===== src/hdl/tds_pkg.sv =====
// Package for the triangle depth sorter: shared types and constants.
// Used by the controller, the datapath and the top level.
`timescale 1ns / 1ps
package tds_pkg;
    localparam int KEY_W = 38;
    localparam int CRD_W = 16;
    localparam int IDX_W = 8;

    localparam logic [1:0] REG_EYE_X = 2'd0;
    localparam logic [1:0] REG_EYE_Y = 2'd1;
    localparam logic [1:0] REG_EYE_Z = 2'd2;
    localparam logic [1:0] REG_B2F   = 2'd3;

    typedef enum logic [3:0] {
        ST_IDLE, ST_RD_A, ST_RD_B, ST_RD_C, ST_AX, ST_SQ, ST_SUM, ST_STORE,
        ST_SORT_RD, ST_SORT_CMP, ST_SORT_WR, ST_EMIT_RD, ST_EMIT
    } t_state;

    // Commands from the controller to the datapath.
    typedef struct packed {
        logic       vtx_wr;
        logic [1:0] vtx_rd_sel;  // which corner to fetch
        logic       acc_clr;
        logic       sum_stage;   // add the fetched corner into the sums
        logic       sq_stage;
        logic       key_stage;
        logic       tri_wr;
        logic       sort_load;   // read entries at j-1 and j
        logic       sort_swap;
        logic       emit_load;
        logic       emit_show;
        logic       run_clear;
    } t_cmd;

    typedef struct packed {
        logic       tri_full;
        logic       swap_needed;
    } t_stat;
endpackage


===== src/hdl/tds_ctrl.sv =====
// Controller of the triangle depth sorter: sequences key computation,
// insertion sort and emission. Depends on tds_pkg.
`timescale 1ns / 1ps
module tds_ctrl #(
    parameter int MAX_TRIANGLES = 64,
    parameter int TW = $clog2(MAX_TRIANGLES + 1),
    parameter int TI = (MAX_TRIANGLES > 1) ? $clog2(MAX_TRIANGLES) : 1
) (
    input  logic            i_clk,
    input  logic            i_rst_n,
    input  logic            i_go,
    input  logic            i_req_type,
    input  logic            i_final,
    input  logic            i_b2f,
    input  tds_pkg::t_stat  i_stat,
    output tds_pkg::t_cmd   o_cmd,
    output logic            o_busy,
    output logic [TW-1:0]   o_count,
    output logic [TI-1:0]   o_sort_j,
    output logic [TI-1:0]   o_emit_idx,
    output logic            o_valid,
    output logic            o_run_end,
    output logic            o_dropped
);
    import tds_pkg::*;

    t_state        r_state, n_state;
    logic [TW-1:0] r_count, n_count;
    logic          r_ovf, n_ovf;
    logic          r_fin, n_fin;
    logic [TW-1:0] r_i, n_i;       // insertion pass / emit counter
    logic [TI-1:0] r_j, n_j;
    logic          r_valid, n_valid, r_end, n_end, r_drop, n_drop;

    always_ff @(posedge i_clk) begin
        if (!i_rst_n) begin
            r_state <= ST_IDLE;
            r_count <= '0;
            r_ovf   <= 1'b0;
            r_fin   <= 1'b0;
            r_i     <= '0;
            r_j     <= '0;
            r_valid <= 1'b0;
            r_end   <= 1'b0;
            r_drop  <= 1'b0;
        end else begin
            r_state <= n_state;
            r_count <= n_count;
            r_ovf   <= n_ovf;
            r_fin   <= n_fin;
            r_i     <= n_i;
            r_j     <= n_j;
            r_valid <= n_valid;
            r_end   <= n_end;
            r_drop  <= n_drop;
        end
    end

    logic [TW-1:0] emit_pos;
    always_comb begin
        emit_pos = i_b2f ? (r_count - 1'b1 - r_i) : r_i;
    end

    always_comb begin
        n_state = r_state;
        n_count = r_count;
        n_ovf   = r_ovf;
        n_fin   = r_fin;
        n_i     = r_i;
        n_j     = r_j;
        n_valid = 1'b0;
        n_end   = 1'b0;
        n_drop  = r_drop;
        o_cmd   = '0;
        o_cmd.vtx_rd_sel = 2'd0;
        case (r_state)
            ST_IDLE: begin
                if (i_go) begin
                    if (!i_req_type) begin
                        o_cmd.vtx_wr = 1'b1;
                    end else begin
                        n_fin = i_final;
                        o_cmd.acc_clr = 1'b1;
                        n_state = ST_RD_A;
                    end
                end
            end
            ST_RD_A: begin
                o_cmd.vtx_rd_sel = 2'd0;
                n_state = ST_RD_B;
            end
            ST_RD_B: begin
                o_cmd.vtx_rd_sel = 2'd1;
                o_cmd.sum_stage = 1'b1;
                n_state = ST_RD_C;
            end
            ST_RD_C: begin
                o_cmd.vtx_rd_sel = 2'd2;
                o_cmd.sum_stage = 1'b1;
                n_state = ST_AX;
            end
            ST_AX: begin
                o_cmd.sum_stage = 1'b1;
                n_state = ST_SQ;
            end
            ST_SQ: begin
                o_cmd.sq_stage = 1'b1;
                n_state = ST_SUM;
            end
            ST_SUM: begin
                o_cmd.key_stage = 1'b1;
                n_state = ST_STORE;
            end
            ST_STORE: begin
                if (i_stat.tri_full) begin
                    n_ovf = 1'b1;
                end else begin
                    o_cmd.tri_wr = 1'b1;
                    n_count = r_count + 1'b1;
                end
                if (!r_fin) begin
                    n_state = ST_IDLE;
                end else begin
                    n_i = TW'(1);
                    n_state = ST_SORT_RD;
                end
            end
            ST_SORT_RD: begin
                // Outer pass i: bubble entry i down while its key is smaller.
                if (r_i >= r_count) begin
                    n_i = '0;
                    n_drop = r_ovf;
                    n_state = (r_count == '0) ? ST_IDLE : ST_EMIT_RD;
                    if (r_count == '0) begin
                        n_ovf = 1'b0;
                        n_fin = 1'b0;
                    end
                end else begin
                    n_j = r_i[TI-1:0];
                    n_state = ST_SORT_CMP;
                    o_cmd.sort_load = 1'b1;
                end
            end
            ST_SORT_CMP: begin
                if (i_stat.swap_needed) begin
                    n_state = ST_SORT_WR;
                end else begin
                    n_i = r_i + 1'b1;
                    n_state = ST_SORT_RD;
                end
            end
            ST_SORT_WR: begin
                o_cmd.sort_swap = 1'b1;
                if (r_j == TI'(1)) begin
                    n_i = r_i + 1'b1;
                    n_state = ST_SORT_RD;
                end else begin
                    n_j = r_j - 1'b1;
                    n_state = ST_SORT_CMP;
                end
            end
            ST_EMIT_RD: begin
                o_cmd.emit_load = 1'b1;
                n_state = ST_EMIT;
            end
            ST_EMIT: begin
                o_cmd.emit_show = 1'b1;
                n_valid = 1'b1;
                n_i = r_i + 1'b1;
                if (r_i + 1'b1 == r_count) begin
                    n_end = 1'b1;
                    n_count = '0;
                    n_ovf = 1'b0;
                    n_fin = 1'b0;
                    n_i = '0;
                    n_state = ST_IDLE;
                end else begin
                    n_state = ST_EMIT_RD;
                end
            end
            default: n_state = ST_IDLE;
        endcase
    end

    // The first pair of a pass is read at the pass index itself.
    assign o_busy     = (r_state != ST_IDLE);
    assign o_count    = r_count;
    assign o_sort_j   = (r_state == ST_SORT_RD) ? r_i[TI-1:0] : r_j;
    assign o_emit_idx = emit_pos[TI-1:0];
    assign o_valid    = r_valid;
    assign o_run_end  = r_end;
    assign o_dropped  = r_drop;
endmodule


===== config.mk =====
export PLATFORM = sky130hd
export DESIGN_NAME = tds_ctrl
export DESIGN_NICKNAME = d
export VERILOG_FILES = /design/src/hdl/tds_pkg.sv /design/src/hdl/tds_ctrl.sv
export SDC_FILE = /design/constraint.sdc
export NUM_CORES = 1
export LEC_CHECK = 0
export BUFFER_PORTS_ARGS = -buffer_cell sky130_fd_sc_hd__buf_2
export CORE_AREA = 2 2 79 81
export CTS_CLUSTER_SIZE = 24
export DETAILED_ROUTE_END_ITERATION = 6
export DIE_AREA = 0 0 81 83
export HOLD_SLACK_MARGIN = 0.08
export SYNTH_ARGS = -nofsm -noshare
export SYNTH_HDL_FRONTEND = slang
export SYNTH_SLANG_ARGS = --single-unit
export TNS_END_PERCENT = 5

===== constraint.sdc =====
create_clock -name i_clk -period 3.5 [get_ports i_clk]
set_clock_uncertainty 0.1 [all_clocks]
set_input_delay 0.35 -clock i_clk [delete_from_list [all_inputs] [get_ports i_clk]]
set_output_delay 0.35 -clock i_clk [all_outputs]
set_load 0.005 [all_outputs]

==> metrics.cfg <==
[sta]
max_slew.worst_pin.slew_ns=0.655
rsz0062_at_grt=false
fin_ws_ns=0.648
period_minus_slack_ns=2.85
fin_setup_tns_ns=0
min_period_over_period_pct=81.5
slew_headroom_pct=56.3
max_freq_mhz=351
slew_viol_final=0
setup_viol=0
finalHoldViolCount=0

[power]
pwr-share-seq_pct=48.5
ir_worst_vdd_uv=126
p_clk_share_pct=44.3
swShare_pct=24.0
power_density_nw_per_um2=255
power_mw=0.700
p_int_mw=0.532
p_comb_share_pct=7.1
cellLeakagePower_nw=1.20
p_sw_mw=0.168

[synthesis]
synth-edff-count=0
synth_area_um2=2380
syn_nets=343
yosys_warnings=0
yosysUniqueCellTypes=56
ys_seq_area_share_pct=24.4
avgSynthCellArea_um2=7.49
ys.flop_type=dfxtp_1
synthCells=318
ys_ff_latch=29
async_flop_share_pct=0

[final_layout]
final_common_cell=buf_2
multi_input_area_um2=1640
antenna_cells=0
synthToLayoutAreaGrowth_pct=15.0
nets=379
final_cell_count_no_fill=430
layout-drive-gt1-share_pct=17.7
layout_common_cells=42 x buf_2, 31 x nand2_1, 29 x nor2_1, 29 x dfxtp_1, 24 x o21ai_0
final_util_pct=47.1
seq_area_um2=581
fill_cells=653

[route]
drc=0
drt_wl_total_mm=6.03
dr.first_iter.drc_count=135
drt-vias-per-instance=5.36
wl_per_cell_um=14.0
ant_nets=0
vias=2304
firstDrtPassIters=4

[critical_path]
rr_startpoint=r_i[0]
crit_arrival_ns=2.40
required_ns=3.05
worst_setup_path_end_kind=output pin
crit_fanout=8
reg2reg_setup_slack_ns=0.67
path_class=reg -> out
r2r_cells=7
cp-start-kind=flop
r2r_end=o_count[5]

[clocking]
htreeDepth=2
holdBufCountCts=0
cts_tree=done
numCtsBuffers=5
cts-root-buf=clkbuf_8
cts_buffer_depth=2
cts_num_sinks=29
clock_latency_ns=0.28
cts_resized=0
clk_pin_slew_ns=0.07
post_cts_buffers=0

[place]
place_inst=422
portBuffers=42
place_ws_ns=0.706
place.gp.congestion=0.838
place_hpwl_mm=4.60

[grt]
met2_usage_pct=30.7
use_met3_pct=3.59
antenna_found_initial=0
use_met1_pct=25.6
grt_max_degree=27
grt_util_all_layers_pct=18.9
grt_pass1_vias=2177
top_usage_layer=met2
grt_pass1_wl_mm=10.3
grt_overflow_total=0

[hold_path]
min-delay-start=i_final
hold_class=in -> reg
whs_path_depth=3
whs_endpoint=r_fin

[run_status]
status=completed

[die]
fp.coreArea_um2=5820
rows=28
die_h_um=83
fp.dieW_um=81
pin_count=44
die_area_um2=6720
start_util_pct=40.9

[job]
maxCapViolCount=0

[logic make-up (layout without fill, tap and decap cells)]
| logic type | after synthesis | in the layout | synth area share [%] |
|---|---|---|---|
| and+or+nand+nor | 126 | 126 | 27.5 |
| AOI/OAI and AO/OA | 81 | 81 | 21.8 |
| buffers and inverters | 38 | 75 | 6.57 |
| DFF | 29 | 29 | 24.4 |
| adders and majority gates | 18 | 18 | 9.67 |
| xor gates and xnor gates | 16 | 16 | 5.89 |
| muxes | 9 | 9 | 3.99 |
| other | 1 | 1 | 0.157 |
[worst max-delay path by stage]
stage               startpoint    endpoint  cells past startpoint
finish              o_count[2]    o_cmd[4]                      7
global route            r_i[0]  o_count[6]                      7
CTS                 o_count[2]    o_cmd[4]                      7
detailed placement      r_i[1]  o_count[5]                      7
global placement        r_i[1]      r_i[4]                      7
floorplan               r_i[1]      r_i[5]                      7
[through the flow]
stage          hold WS, ns  cell area (um2)
2_1_floorplan        0.334             2380
3_3_place_gp         0.347             2640
3_5_place_dp         0.352             2640
4_1_cts              0.224             2740
5_1_grt              0.269             2740
6_report             0.225             2740
[power groups by stage]
stage | clock network (mW) | logic, mW | registers [mW]
floorplan | 0 | 0.0371 | 0.341
global placement | 0 | 0.0497 | 0.347
detailed placement | 0 | 0.0503 | 0.347
CTS | 0.320 | 0.0504 | 0.339
global route | 0.332 | 0.0570 | 0.340
finish | 0.310 | 0.0500 | 0.340
[final cells by class]
type	count	area share [%]
Timing Repair Buffer	46	8.77
Clock inverter	1	0.183
Multi-Input combinational cell	251	60.0
Tap cell	75	3.43
Inverter	21	2.88
Clock buffer	7	3.52
Sequential cell	29	21.2
[synth_stat cells, drive strengths merged (5+ instances only)]
| cell | number | area share (%) |
|---|---|---|
| nand2 | 31 | 4.9 |
| dfxtp | 29 | 24 |
| a21oi | 19 | 4.0 |
| and2 | 9 | 2.4 |
| nand2b | 6 | 1.6 |
| nor2b | 7 | 1.8 |
| nor3b | 6 | 1.9 |
| nor2 | 29 | 4.6 |
| inv | 21 | 3.3 |
| mux2i | 5 | 2.1 |
| o21ai | 25 | 5.3 |
| clkbuf | 11 | 1.7 |
| buf | 6 | 1.5 |
| xnor2 | 13 | 4.8 |
| nand3 | 8 | 1.9 |
| nor3 | 9 | 1.9 |
| or3 | 5 | 1.5 |
| ha | 16 | 8.4 |
| a21boi | 5 | 1.6 |
[registers in the layout, summed over array words and instances (netlist names)]
name	count
r_j	6
r_state	4
r_i	7
o_valid	1
o_count	7
r_fin	1
o_run_end	1
r_ovf	1
o_dropped	1
[critical path, stage by stage (launching register included)]
cell and delay, ns:
dfxtp_1 0.47, inv_1 0.13, ha_1 0.38, a21oi_1 0.14, o21ai_0 0.11, a21oi_1 0.40, and2_0 0.33, buf_2 0.17
[per-layer routing]
layer	up-vias	routed length, um
met5	-	0
li1	1193	-
met2	47	2860
met3	4	246
met4	0	47
met1	1060	2880
Note: power is estimated with default switching activity, not from simulation.
